===== src/rtl/cis_pkg.sv =====
// ----------------------------------------------------------------------------
// cis_pkg: shared types and constants of the interlace comb sum core
// Sizes, register indexes and the pipeline control word passed between stages.
// ----------------------------------------------------------------------------
`default_nettype none

package cis_pkg;

  // Default build parameters
  localparam int DEF_MAX_WIDTH  = 4096;
  localparam int DEF_PIXEL_BITS = 8;

  // Fixed field and register widths
  localparam int IN_PIX_W  = 8;
  localparam int SIZE_W    = 13;
  localparam int WCMP_W    = SIZE_W + 1;
  localparam int CFG_W     = 64;
  localparam int TOTAL_W   = 64;
  localparam int CFG_IDX_W = 2;

  // Line store organization: one bank per row slot
  localparam int NUM_BANKS = 4;
  localparam int SLOT_W    = 2;

  // Row bookkeeping
  localparam logic [SIZE_W-1:0] HEIGHT_LIMIT    = SIZE_W'(4096);
  localparam logic [SIZE_W-1:0] LAST_ROW_OFFSET = SIZE_W'(3);
  localparam logic [SIZE_W-1:0] FIRST_OUT_ROW   = SIZE_W'(4);

  // Configuration register indexes
  typedef enum logic [CFG_IDX_W-1:0] {
    CFG_ACTIVE_WIDTH  = 2'd0,
    CFG_ACTIVE_HEIGHT = 2'd1,
    CFG_PLANE_START   = 2'd2,
    CFG_WOVEN_START   = 2'd3
  } cfg_index_t;

  // Control word that travels with each pixel through the pipeline
  typedef struct packed {
    logic valid;   // stage holds a pixel
    logic active;  // pixel contributes a comb value
    logic last;    // final pixel of the frame
  } cis_ctrl_t;

endpackage : cis_pkg

`default_nettype wire


===== src/rtl/cis_accum.sv =====
// ----------------------------------------------------------------------------
// cis_accum: merge stage of the comb lanes
// Adds both lane values into 64-bit totals and emits them at frame end.
// ----------------------------------------------------------------------------
`default_nettype none

module cis_accum
  import cis_pkg::*;
#(
  parameter int COMB_W = 11
) (
  input  wire logic                 clk,
  input  wire logic                 rst,
  input  wire logic                 adv,
  input  wire cis_ctrl_t            ctrl,
  input  wire logic [COMB_W-1:0]    plane_comb,
  input  wire logic [COMB_W-1:0]    woven_comb,
  input  wire logic                 cfg_we,
  input  wire logic [CFG_IDX_W-1:0] cfg_index,
  input  wire logic [CFG_W-1:0]     cfg_data,
  output logic                      m_tvalid,
  input  wire logic                 m_tready,
  output logic [2*TOTAL_W-1:0]      m_tdata
);

  logic [TOTAL_W-1:0] plane_sum_start;
  logic [TOTAL_W-1:0] woven_sum_start;
  logic [TOTAL_W-1:0] plane_accum;
  logic [TOTAL_W-1:0] woven_accum;
  logic [TOTAL_W-1:0] plane_accum_next;
  logic [TOTAL_W-1:0] woven_accum_next;
  logic               take;

  assign take = adv && ctrl.valid;

  // Running totals including the pixel in this stage
  always_comb begin
    plane_accum_next = plane_accum;
    woven_accum_next = woven_accum;
    if (ctrl.active) begin
      plane_accum_next = plane_accum + TOTAL_W'(plane_comb);
      woven_accum_next = woven_accum + TOTAL_W'(woven_comb);
    end
  end

  // Start registers and accumulators; a start write reloads its total
  always_ff @(posedge clk) begin
    if (rst) begin
      plane_sum_start <= '0;
      woven_sum_start <= '0;
      plane_accum     <= '0;
      woven_accum     <= '0;
    end else if (cfg_we) begin
      case (cfg_index)
        CFG_PLANE_START: begin
          plane_sum_start <= cfg_data;
          plane_accum     <= cfg_data;
        end
        CFG_WOVEN_START: begin
          woven_sum_start <= cfg_data;
          woven_accum     <= cfg_data;
        end
        default: begin
        end
      endcase
    end else if (take) begin
      if (ctrl.last) begin
        plane_accum <= plane_sum_start;
        woven_accum <= woven_sum_start;
      end else begin
        plane_accum <= plane_accum_next;
        woven_accum <= woven_accum_next;
      end
    end
  end

  // Output register: load at frame end, drop after the transfer
  always_ff @(posedge clk) begin
    if (rst) begin
      m_tvalid <= 1'b0;
    end else if (take && ctrl.last) begin
      m_tvalid <= 1'b1;
    end else if (m_tready) begin
      m_tvalid <= 1'b0;
    end
  end

  always_ff @(posedge clk) begin
    if (take && ctrl.last) begin
      m_tdata <= {woven_accum_next, plane_accum_next};
    end
  end

endmodule : cis_accum

`default_nettype wire


===== config.mk =====
export PLATFORM = sky130hd
export DESIGN_NAME = cis_accum
export DESIGN_NICKNAME = d
export VERILOG_FILES = /design/src/rtl/cis_pkg.sv /design/src/rtl/cis_accum.sv
export SDC_FILE = /design/constraint.sdc
export NUM_CORES = 1
export LEC_CHECK = 0
export BUFFER_PORTS_ARGS = -buffer_cell sky130_fd_sc_hd__clkbuf_2
export CORE_ASPECT_RATIO = 1.75
export CORE_MARGIN = 10
export CORE_UTILIZATION = 60
export DETAILED_ROUTE_END_ITERATION = 7
export PLACE_DENSITY = 0.79
export SYNTH_ARGS = -nofsm -noshare
export SYNTH_HDL_FRONTEND = slang
export SYNTH_SLANG_ARGS = --single-unit

===== constraint.sdc =====
create_clock -name clk -period 6.7 [get_ports clk]
set_input_delay 1.34 -clock clk [delete_from_list [all_inputs] [get_ports clk]]
set_output_delay 1.34 -clock clk [all_outputs]
set_load 0.05 [all_outputs]

* Word level (Yosys, flattened, before mapping)
Cells that the tools add are included.
W data, S select, Z words.
** Word-level totals
- Word-level logic and storage cells :: 32
- Bits of input ports :: 96
- Flip-flop bits (word level) :: 385
** Cells by class
- Reduce and logical (&&, ||, !) cells :: 8
- Multiplexer cells :: 12
- Add/subtract/negate cells :: 2
- Equal/unequal tests :: 4
** Operators with widths (number)
- $mux W64 :: 10
- $add A64 B11 Y64 :: 2
- $reduce_and A2 Y1 :: 4
- $eq A2 B2 Y1 const B :: 2
- $ne A2 B1 Y1 const B :: 2
- $reduce_bool A2 Y1 :: 2
- $logic_and A1 B1 Y1 :: 2
- $mux W1 :: 2

* Longest topological paths before layout
- Word-level depth :: 5
- Gate-level depth with buffers :: 10
- Mapped depth without buffers :: 8

* Least setup slack after synthesis
No wires, ideal clock.
- Path type :: in2reg
- From :: in ctrl[0] (netlist name)
- To :: reg m_tdata[0], enable pin
- Data arrival time :: 4823 ps
- Library setup time :: 504 ps
- Cell stages on the path :: 3
- Path slack :: 1373 ps
- Cell sequence :: buf_2 > buf_1 > and3_1
** On the way
- Longest elaborated chain between the ends :: 1
** RTL lines
- from (decl) :: line cis_accum.sv:15 : input wire cis_ctrl_t ctrl,
- $logic_and A1 B1 Y1 :: line cis_accum.sv:89 : if (take && ctrl.last) begin
- to (signal assigned) :: line cis_accum.sv:90 : m_tdata <= {woven_accum_next, plane_accum_next};
- to (decl) :: line cis_accum.sv:23 : output logic [2*TOTAL_W-1:0] m_tdata
Every way passes these cells.
A chain may end at the register's enable or synchronous reset.

* Final worst setup path
- From :: in cfg_we
- To :: reg woven_accum[58]
** On the way
- Longest elaborated chain between the ends :: 2
- Elaborated cells on any way between the ends :: 4
- Classes of those cells :: eq/ne: 1; mux: 1; reduce/logical: 2
** RTL lines
- from (decl) :: line cis_accum.sv:18 : input wire logic cfg_we,
- $ne A2 B1 Y1 (no source line) / $reduce_bool A2 Y1 (equally long branches)
- $reduce_and A2 Y1 (no source line)
- to (signal assigned) :: line cis_accum.sv:61 : woven_accum <= cfg_data;
- to (signal assigned) :: line cis_accum.sv:69 : woven_accum <= woven_sum_start;
- to (signal assigned) :: line cis_accum.sv:72 : woven_accum <= woven_accum_next;
- to (decl) :: line cis_accum.sv:29 : logic [TOTAL_W-1:0] woven_accum;
Parallel ways exist; a longest one is shown, timed or not.

==> results.md <==
- Setup Fix Bufs, Post-CTS: 0
- Initial antenna violation count: 3
- Wire per inst: 24.4 microns
- CTS buffer count: 37
- Number of max-cap violations: 0
- Proportion of synthesized chip area in sequential cells: 0.434
- Category of the worst setup path capture point: flop
- Vias after detailed routing: 19300
- Syn nets: 2456
- H-tree levels: 2
- Final hold violation count: 0
- Row cnt: 90
- Post-synthesis register bit count: 385
- Maximum fanout count along the critical path: 77
- Proportion of layout cells with a drive suffix above 1: 0.165
- Number of max-slew violations in the final report: 0
- Count of TritonRoute iterations in the first routing pass: 5
- Vertical extent of the die: 266 microns
- Worst clock skew on the final layout: 11.3 ps
- Sum of negative setup slack: 0 ps
- Clk slew on worst S/H paths: 70 ps
- Final worst path period need: 4230 ps
- Yosys synthesis warning count: 0
- Via count of the first global-routing pass: 18400
- Area Growth Syn to Fin: 11.7%
- Post-synth ARST share: 0
- Data required time at the worst endpoint: 7140 ps
- Number of setup violations in the final report: 0
- Final ANT Viol Nets: 0
- DRC: 0
- HPWL after detailed placement: 50.2 mm
- Final Cycle Share: 0.631
- Number of DRC violations after detailed-routing iteration 0: 2271
- Routed WL: 71.2 mm
- Number of enable-type register cells in the synthesized netlist: 128
- Status: completed
- Worst-case headroom to the max-slew limit: 0.241
- Critical path class: in -> reg
- Detailed-route vias per instance: 6.59
- Startpoint Class: input port
- Number of sinks handled by clock tree synthesis: 385
- Die Footprint: 42600 sq um
- Total power: 5.62 mW
- Total standard cell area after synthesis: 20700 sq um
- Number of I/O port buffers: 224
- Library cells used by synthesis: 91
- Largest net degree at the start of global routing: 153
- Insertion delay of the later-clocked pin in the worst-skew pair: 550 ps
- Grt ovf: 0
- Clock tree from TritonCTS: built
- Initial core utilization: 0.605
- I/O pin count: 225
- Max Root-Sink Buffers: 3
- PD cells: 243 nW/um^2
- Primary flip-flop cell chosen by synthesis mapping: dfxtp_1
- Synthesized instance count: 2336
- Worst Path Arrival: 4660 ps
- Layout Utilization: 0.675
- Achievable frequency: 0.236 GHz
- Peak supply drop: 0.000234 V
- Die boundary width: 160 microns
- Leakage power: 8.33 nW
- Path type of the worst min-delay path: reg -> reg
- Setup repair after global routing missed its margin: false
- RD Place Congestion: 0.985
- Average instance area after synthesis: 8.86 sq um
- Post-layout nets: 2551
- Root Driver: clkbuf_16
- Number of hold buffers added after cts: 0
- Post_cts resized: 0
- First-pass GRT wire length: 109 mm
- Total Routing Usage GR: 0.319
- Transition time of the tightest slew-check pin: 1130 ps
- Core area: 34200 sq um
-- worst paths after layout --
kind | start | end | slack, ps | depth (start not counted)
hold / removal | woven_sum_start[33] | woven_sum_start[33] | 450 | 2
setup reg to reg | plane_accum[7] | m_tdata[53] | 3410 | 8
setup / recovery | cfg_we | woven_accum[58] | 2470 | 7
hold reg to reg | woven_sum_start[33] | woven_sum_start[33] | 450 | 2
-- kinds of logic after synthesis --
group                    count (synthesis)  synth area share
AO/OA/AOI/OAI                          657             0.223
AND/OR/NAND/NOR                        863             0.205
XOR/XNOR                               115            0.0487
buffers and inverters                  235            0.0462
multiplexers                            57            0.0283
flip-flops                             385             0.434
adder cells (fa/ha/maj)                 24            0.0152
-- cells in the final DEF (no fill, tap or decap), types with 10 or more instances in the layout --
master	count
nand2_1	395
dfxtp_1	257
clkbuf_2	222
a21oi_1	206
nor2_1	137
edfxtp_1	128
o21ai_0	86
nand3_1	70
xor2_1	63
xnor2_1	52
a221o_1	46
a31oi_1	45
mux2i_1	45
clkbuf_16	40
o22ai_1	38
nor3_1	37
inv_1	34
nand4_1	32
a22oi_1	32
buf_4	32
and3_1	29
ha_1	22
nor4_1	20
a211oi_1	20
o211ai_1	19
nor4_2	18
or4_1	18
a21o_1	14
and4_1	14
or3_1	14
mux2_2	12
and2_1	11
a2111oi_4	10
o2111ai_1	10
a221oi_1	10
clkinv_2	10
-- registers in the layout (all words and copies together) (netlist names) --
| register | cells |
|---|---|
| m_tdata | 128 |
| m_tvalid | 1 |
| plane_accum | 64 |
| plane_sum_start | 64 |
| woven_accum | 64 |
| woven_sum_start | 64 |
-- metal layers --
| metal | global-route usage | vias up | routed length (microns) |
|---|---|---|---|
| met1 | 0.393 | 9255 | 27100 |
| met5 | 0 | - | 0 |
| li1 | - | 8801 | - |
| met2 | 0.529 | 1008 | 34700 |
| met3 | 0.0479 | 189 | 5730 |
| met4 | 0.168 | 0 | 3760 |
-- where the power goes --
part / switching [mW] / internal, mW
Sequential: 0.116 / 2.53
Combinational: 0.572 / 0.253
Clock: 0.949 / 1.20
Total: 1.64 / 3.98
-- worst max-delay path, cell delays in order --
cell and delay [ps]:
buf_4 560, buf_4 760, inv_1 590, nand2_1 230, buf_4 350, nor2_1 300
a311o_1 450
-- synthesized netlist by cell type (all sizes together) (40+ instances only) --
master	count	share of area
nor4	40	0.019
xor2	63	0.027
nand2	397	0.072
clkbuf	135	0.025
nand3	74	0.019
o21ai	96	0.023
edfxtp	128	0.19
a31oi	46	0.014
xnor2	52	0.022
a221o	46	0.022
dfxtp	257	0.25
buf	65	0.015
nor2	140	0.025
a21oi	207	0.050
mux2i	45	0.022
-- area by class of cell --
cell class / count / area (sq um)
Clock buffer: 48 / 1050
Clock inverter: 20 / 163
Timing Repair Buffer: 256 / 1380
Tap cell: 460 / 576
Fill cell: 2958 / 11100
Antenna cell: 3 / 7.51
Inverter: 35 / 131
Multi-Input combinational cell: 1716 / 10800
Sequential cell: 385 / 8990
-- metrics by stage --
step / instance area [sq um] / setup WS (ps) / instances / hold slack (ps)
after CTS: 23100 / 2630 / 2920 / 454
after global routing: 23100 / 2360 / 2923 / 472
after detailed placement: 21900 / 2080 / 2852 / 446
final: 23100 / 2470 / 2923 / 453
after floorplan: 20700 / 1370 / 2336 / 432
after global placement: 21900 / 2120 / 2852 / 439
(Power assumes the default switching activity.)
