## config.mk

```make
export PLATFORM = sky130hd
export DESIGN_NAME = cis_comb_lane
export DESIGN_NICKNAME = d
export VERILOG_FILES = /design/src/rtl/cis_comb_lane.sv
export SDC_FILE = /design/constraint.sdc
export NUM_CORES = 1
export LEC_CHECK = 0
export BUFFER_PORTS_ARGS = -buffer_cell sky130_fd_sc_hd__buf_2
export CAP_MARGIN = 20
export CORE_MARGIN = 2
export CORE_UTILIZATION = 57
export CTS_CLUSTER_SIZE = 40
export DETAILED_ROUTE_END_ITERATION = 8
export GPL_TIMING_DRIVEN = 0
export PLACE_DENSITY = 0.83
export SYNTH_ARGS = -nofsm -noshare
export SYNTH_HDL_FRONTEND = slang
export SYNTH_SLANG_ARGS = --single-unit
```

## constraint.sdc

```tcl
create_clock -name clk -period 6.5 [get_ports clk]
set_input_delay 0.65 -clock clk [delete_from_list [all_inputs] [get_ports clk]]
set_output_delay 0.65 -clock clk [all_outputs]
set_load 0.01 [all_outputs]
```

## src/rtl/cis_comb_lane.sv

```systemverilog
// ----------------------------------------------------------------------------
// cis_comb_lane: five-tap vertical comb value
// Registers |a + 4c + e - 3(b + d)| for one column of five rows.
// ----------------------------------------------------------------------------
`default_nettype none

module cis_comb_lane #(
  parameter int PIXEL_BITS = 8
) (
  input  wire logic                    clk,
  input  wire logic                    en,
  input  wire logic [PIXEL_BITS-1:0]   a,
  input  wire logic [PIXEL_BITS-1:0]   b,
  input  wire logic [PIXEL_BITS-1:0]   c,
  input  wire logic [PIXEL_BITS-1:0]   d,
  input  wire logic [PIXEL_BITS-1:0]   e,
  output logic      [PIXEL_BITS+2:0]   comb
);

  localparam int SW = PIXEL_BITS + 3;

  logic [PIXEL_BITS:0] bd_sum;
  logic [SW-1:0]       pos;
  logic [SW-1:0]       neg;

  // Positive taps and three times the negative taps
  always_comb begin
    bd_sum = (PIXEL_BITS+1)'(b) + (PIXEL_BITS+1)'(d);
    pos    = SW'(a) + SW'(e) + SW'({c, 2'b00});
    neg    = SW'(bd_sum) + SW'({bd_sum, 1'b0});
  end

  // Absolute difference, held while the pipeline stalls
  always_ff @(posedge clk) begin
    if (en) begin
      comb <= (pos >= neg) ? (pos - neg) : (neg - pos);
    end
  end

endmodule : cis_comb_lane

`default_nettype wire

```

* After elaboration in Yosys (flattened, before gate mapping) *
Index checks and enable logic that the tools add are counted.

cells by class
  $add $sub $neg = 6
  multiplexer cells = 1
  order comparisons = 1

operators by type and width
  operator        count
  $add 9x10->11   2
  $sub 11x11->11  2
  $add 8x8->9     2
  $ge 11x11->1    1
  $mux 11         1

storage, ports and cells
  register bits = 11
  input port bits = 42
  output and inout bits = 11
  word-level logic and storage cells = 9

* Depth between registers and ports, before layout *
  depth in word-level cells = 4
  mapped depth = 22
  depth with buffers taken out = 20

* Worst setup path before layout *
No wires, ideal clock.

  kind = input to register
  from = in b[0]
  to = reg comb[5], data pin
  required time = 6.240 ns
  library setup time = 0.260 ns
  slack = 1.376 ns
  stages = 22
  arrival time = 4.865 ns
  path buffers = 2
  cells stage by stage = ha_1 fa_1 a211oi_2 nor2_2 xnor2_1 inv_1 ha_1 o21ai_0 nor2_1 nor2_1 nand4b_1 a31o_2 xnor2_1 ha_1 buf_6 a21oi_2 o21ai_1 a31o_1 or3_1 buf_6 mux2_4 xor2_1

between the ends
  longest elaborated chain between the ends = 4
  elaborated cells on any way between the ends = 6
  those cells by class = 4 x add/sub; 1 x order compare; 1 x mux

ends and longest elaborated chain
  item                                            line  text
  from (decl)                                     13    input wire logic [PIXEL_BITS-1:0] b,
  $add 8x8->9 (*)                                 28    bd_sum = (PIXEL_BITS+1)'(b) + (PIXEL_BITS+1)'(d);
  $add 9x10->11 (*)                               30    neg = SW'(bd_sum) + SW'({bd_sum, 1'b0});
  $sub 11x11->11 or $ge 11x11->1 (tied branches)  36    comb <= (pos >= neg) ? (pos - neg) : (neg - pos);
  $mux 11 (*)                                     36
  to (signal assigned)                            36
  to (decl)                                       17    output logic [PIXEL_BITS+2:0] comb

Mark *: on every way between the ends. The rest lies on a longest branch, timed or not.
A chain may end at the register's enable or synchronous reset.

* Final worst setup path *
Same ends and word-level chain as after synthesis.

==> impl_results.html <==
<table>
<tr><th>Metric</th><th>Value</th></tr>
<tr><th colspan="2">CTS</th></tr>
<tr><td>Sinks on the clock net</td><td>11</td></tr>
<tr><td>CTS clk-pin slew, worst paths</td><td>approximately 0.050 ns</td></tr>
<tr><td>Total of cells resized after clock tree synthesis</td><td>0</td></tr>
<tr><td>Largest buffer count on any clock path</td><td>2</td></tr>
<tr><td>Clock tree from TritonCTS</td><td>done</td></tr>
<tr><td>TritonCTS buffer count</td><td>3</td></tr>
<tr><td>Number of buffers inserted by hold repair at cts</td><td>0</td></tr>
<tr><td>Number of setup buffers added after CTS</td><td>0</td></tr>
<tr><td>Master cell of the clock root buffer</td><td>sky130_fd_sc_hd__clkbuf_8</td></tr>
<tr><td>H-tree Lvls</td><td>1</td></tr>
<tr><th colspan="2">Synth</th></tr>
<tr><td>Seq cells post-synth</td><td>11</td></tr>
<tr><td>Average cell area after synthesis</td><td>9.02 sq um</td></tr>
<tr><td>Post-Syn Nets</td><td>around 380</td></tr>
<tr><td>Most frequent cell after synthesis</td><td>sky130_fd_sc_hd__ha_1</td></tr>
<tr><td>Ranking of synthesized cells by area</td><td>sky130_fd_sc_hd__ha_1 23%, sky130_fd_sc_hd__edfxtp_1 13%, sky130_fd_sc_hd__fa_1 8.8%</td></tr>
<tr><td>Post-synthesis instance total</td><td>277</td></tr>
<tr><td>Cell area after synthesis</td><td>between 2000 and 2500 sq um</td></tr>
<tr><td>Number of synthesized flops with an enable pin</td><td>11</td></tr>
<tr><td>Cell types with the highest counts after synthesis</td><td>46 x sky130_fd_sc_hd__ha_1, 19 x sky130_fd_sc_hd__a21oi_1, 19 x sky130_fd_sc_hd__inv_1, 19 x sky130_fd_sc_hd__xnor2_1, 19 x sky130_fd_sc_hd__xor2_1</td></tr>
<tr><td>Post-synthesis async set-or-reset flop share</td><td>0%</td></tr>
<tr><td>Share of Yosys cell area claimed by the top area cell type</td><td>23.0%</td></tr>
<tr><td>Commonest register cell after synthesis</td><td>sky130_fd_sc_hd__edfxtp_1</td></tr>
<tr><td>Number of distinct library cell variants in the gate-level netlist after synthesis</td><td>50</td></tr>
<tr><td>Warning count from the yosys run</td><td>0</td></tr>
<tr><td>Post-synthesis sequential area ratio</td><td>between 10% and 20%</td></tr>
<tr><td>Yosys top cell by area</td><td>sky130_fd_sc_hd__ha_1</td></tr>
<tr><th colspan="2">Finish</th></tr>
<tr><td>Nets</td><td>433</td></tr>
<tr><td>Register bank with the most flops</td><td>comb</td></tr>
<tr><td>Finished layout cell area</td><td>roughly 2900 sq um</td></tr>
<tr><td>Fraction of final layout cells with drive strength greater than 1</td><td>21.9%</td></tr>
<tr><td>Share of the core filled with cells</td><td>roughly 67%</td></tr>
<tr><td>Ant. Diodes</td><td>0</td></tr>
<tr><td>Final Non-Filler Cells</td><td>385</td></tr>
<tr><td>Area overhead of the layout relative to synthesis</td><td>14.8%</td></tr>
<tr><td>Number of flip-flops in the largest register</td><td>11</td></tr>
<tr><td>Registers with the highest flip-flop counts</td><td>comb: 11 flops</td></tr>
<tr><th colspan="2">Global route</th></tr>
<tr><td>Via count of the first global-routing pass</td><td>roughly 2,100</td></tr>
<tr><td>Pin count of the biggest net entering global routing</td><td>12</td></tr>
<tr><td>Initial antenna violation count</td><td>0</td></tr>
<tr><td>Wire length of the first global-routing pass</td><td>8690 microns</td></tr>
<tr><td>Total Routing Usage GR</td><td>21.1%</td></tr>
<tr><td>Overflow after GRT</td><td>0</td></tr>
<tr><th colspan="2">Floorplan</th></tr>
<tr><td>Count of boundary I/O pins</td><td>53</td></tr>
<tr><td>Die area</td><td>~4900 sq um</td></tr>
<tr><td>Number of rows created at floorplan</td><td>24</td></tr>
<tr><td>Initial Util</td><td>58.2%</td></tr>
<tr><td>Die extent in x</td><td>70.2 microns</td></tr>
<tr><td>Die Height</td><td>between 70 and 80 microns</td></tr>
<tr><td>Area inside the core boundary</td><td>4290 sq um</td></tr>
<tr><th colspan="2">STA</th></tr>
<tr><td>Total count of hold-check failures in the final report</td><td>0</td></tr>
<tr><td>Shortest period the worst path allows</td><td>approximately 5.4 ns</td></tr>
<tr><td>Max Clk Rate</td><td>186 MHz</td></tr>
<tr><td>Part of the cycle the worst path needs</td><td>just over 80%</td></tr>
<tr><td>Setup TNS Final</td><td>0 ns</td></tr>
<tr><td>Rel. slew slack</td><td>64.2%</td></tr>
<tr><td>Setup repair after global routing missed its margin</td><td>no</td></tr>
<tr><td>Final number of max-transition violations</td><td>0</td></tr>
<tr><td>Count of final setup violators</td><td>0</td></tr>
<tr><td>Transition time at the pin with the least slew margin</td><td>0.531 ns</td></tr>
<tr><th colspan="2">Worst setup path</th></tr>
<tr><td>Critical path fanouts, max</td><td>10</td></tr>
<tr><td>Setup Crit Path Kind</td><td>in2reg</td></tr>
<tr><td>Arrival @ worst endpoint</td><td>about 5.4 ns</td></tr>
<tr><td>Cells along the critical path</td><td>buf_2, ha_1, fa_1, a211oi_2, nor2_2, xnor2_1, inv_1, ha_1, o21ai_0, nor2_1, nor2_1, o31ai_1, a31o_2, xnor2_1, ha_1, buf_6, a21oi_2, o21ai_1, a31o_1, or3_1, buf_6, mux2_4, xor2_1</td></tr>
<tr><td>Largest stage delay on the critical path</td><td>about 0.42 ns</td></tr>
<tr><td>Kind of cell adding the most delay to the critical path</td><td>compound AO/OA/AOI/OAI gates</td></tr>
<tr><td>Sum of buffers and inverters on the critical path</td><td>4</td></tr>
<tr><td>Startpoint type of the worst setup path</td><td>primary input</td></tr>
<tr><td>Most frequent cell on the critical path</td><td>sky130_fd_sc_hd__ha_1</td></tr>
<tr><td>Required time of the worst setup path</td><td>roughly 6.5 ns</td></tr>
<tr><td>Critical Path Start</td><td>b[0]</td></tr>
<tr><td>Slowest cell on crit path</td><td>sky130_fd_sc_hd__fa_1</td></tr>
<tr><td>Crit path capture type</td><td>flip-flop</td></tr>
<tr><th colspan="2">Drt</th></tr>
<tr><td>Routed len/inst</td><td>12.9 microns</td></tr>
<tr><td>Antenna Violating Nets Remaining</td><td>0</td></tr>
<tr><td>Final wirelength</td><td>about 5000 microns</td></tr>
<tr><td>Via density per instance</td><td>5.78</td></tr>
<tr><td>Length of the first detailed-routing pass in iterations</td><td>4</td></tr>
<tr><td>Number of DRC markers in iteration 0</td><td>around 120</td></tr>
<tr><td>DR vias</td><td>around 2,200</td></tr>
<tr><td>Detailed-route DRC error count</td><td>0</td></tr>
<tr><th colspan="2">Placed design</th></tr>
<tr><td>Total placed instance area</td><td>2820 sq um</td></tr>
<tr><td>Final HPWL DP</td><td>4370 microns</td></tr>
<tr><td>Placer's final routability congestion estimate</td><td>0.869</td></tr>
<tr><td>Count of buffers from port buffering</td><td>between 50 and 60</td></tr>
<tr><td>Placed cell count</td><td>around 380</td></tr>
<tr><th colspan="2">Run</th></tr>
<tr><td># Max-Cap Violations</td><td>0</td></tr>
<tr><th colspan="2">Pwr</th></tr>
<tr><td>Static power due to leakage</td><td>1.38 nW</td></tr>
<tr><td>Cell Pwr Density</td><td>about 480 nW/um^2</td></tr>
<tr><td>Worst ir drop on vdd</td><td>about 0.22 mV</td></tr>
<tr><th colspan="2">Worst hold path</th></tr>
<tr><td>Worst min-delay path class</td><td>in2reg</td></tr>
<tr><td>Hold Startpoint</td><td>en</td></tr>
<tr><th colspan="2">Status</th></tr>
<tr><td>Run status</td><td>completed</td></tr>
</table>
==> logic make-up after synthesis <==
| group | after synthesis | share of synthesized area, % |
|---|---|---|
| compound gates | 75 | 20.0 |
| simple gates | 60 | 12.7 |
| fa+ha+maj | 57 | 31.8 |
| xor+xnor | 38 | 13.3 |
| buf+inv | 26 | 4.71 |
| flops | 11 | 13.2 |
| mux | 10 | 4.21 |
==> final timing paths <==
kind                           endpoint  slack (ns)  cells past startpoint
worst min-delay path  comb[6]$_DFFE_PP_        0.79                      1
worst max-delay path  comb[5]$_DFFE_PP_        1.13                     23
==> per-stage QoR <==
step | total power [mW] | setup slack, ns | hold slack (ns)
floorplan | 1.08 | 1.38 | 0.762
finish | 1.38 | 1.13 | 0.793
detailed placement | 1.31 | 0.926 | 1.03
global route | 1.53 | 0.646 | 0.793
CTS | 1.38 | 1.14 | 0.792
global placement | 1.28 | 0.931 | 1.02
==> layer usage <==
metal	share of wire, %	track usage (%)
met3	4.7	1.30
met4	2.7	8.12
met2	51	39.3
met5	0	0
met1	41	25.3
==> cells in the final DEF, fill, tap and decap left out, types with 2 or more instances in the layout <==
| master | instances |
|---|---|
| sky130_fd_sc_hd__a211oi_1 | 5 |
| sky130_fd_sc_hd__a21boi_0 | 2 |
| sky130_fd_sc_hd__a21o_1 | 8 |
| sky130_fd_sc_hd__a21oi_1 | 19 |
| sky130_fd_sc_hd__a21oi_2 | 2 |
| sky130_fd_sc_hd__a31o_2 | 2 |
| sky130_fd_sc_hd__buf_2 | 56 |
| sky130_fd_sc_hd__buf_6 | 2 |
| sky130_fd_sc_hd__clkbuf_1 | 2 |
| sky130_fd_sc_hd__clkbuf_8 | 3 |
| sky130_fd_sc_hd__edfxtp_1 | 11 |
| sky130_fd_sc_hd__fa_1 | 11 |
| sky130_fd_sc_hd__ha_1 | 46 |
| sky130_fd_sc_hd__inv_1 | 19 |
| sky130_fd_sc_hd__mux2i_1 | 9 |
| sky130_fd_sc_hd__nand2_1 | 10 |
| sky130_fd_sc_hd__nand2b_1 | 7 |
| sky130_fd_sc_hd__nand4_1 | 3 |
| sky130_fd_sc_hd__nor2_1 | 13 |
| sky130_fd_sc_hd__nor2b_1 | 4 |
| sky130_fd_sc_hd__nor3_1 | 6 |
| sky130_fd_sc_hd__o2111ai_1 | 2 |
| sky130_fd_sc_hd__o211ai_1 | 2 |
| sky130_fd_sc_hd__o21a_1 | 2 |
| sky130_fd_sc_hd__o21ai_0 | 16 |
| sky130_fd_sc_hd__o21bai_1 | 2 |
| sky130_fd_sc_hd__o22a_1 | 2 |
| sky130_fd_sc_hd__o31ai_1 | 2 |
| sky130_fd_sc_hd__or2_2 | 3 |
| sky130_fd_sc_hd__or3_1 | 5 |
| sky130_fd_sc_hd__xnor2_1 | 19 |
| sky130_fd_sc_hd__xor2_1 | 19 |
==> final cells by class <==
| type | count | area (sq um) |
|---|---|---|
| Timing Repair Buffer | 52 | 260 |
| Buffer | 7 | 46.3 |
| Sequential cell | 11 | 330 |
| Multi-Input combinational cell | 240 | 2050 |
| Tap cell | 52 | 65.1 |
| Fill cell | 381 | 1430 |
| Inverter | 19 | 71.3 |
| Clock buffer | 4 | 45.0 |
==> power breakdown <==
group | leakage [nW] | total, mW | switching [mW] | internal [mW]
Combinational | 1.25 | 1.14 | 0.629 | 0.514
Clock | 0.0228 | 0.0664 | 0.0235 | 0.0429
Sequential | 0.108 | 0.170 | 0.00750 | 0.162
Total | 1.38 | 1.38 | 0.660 | 0.719
Power figures use the tool's default switching activity.
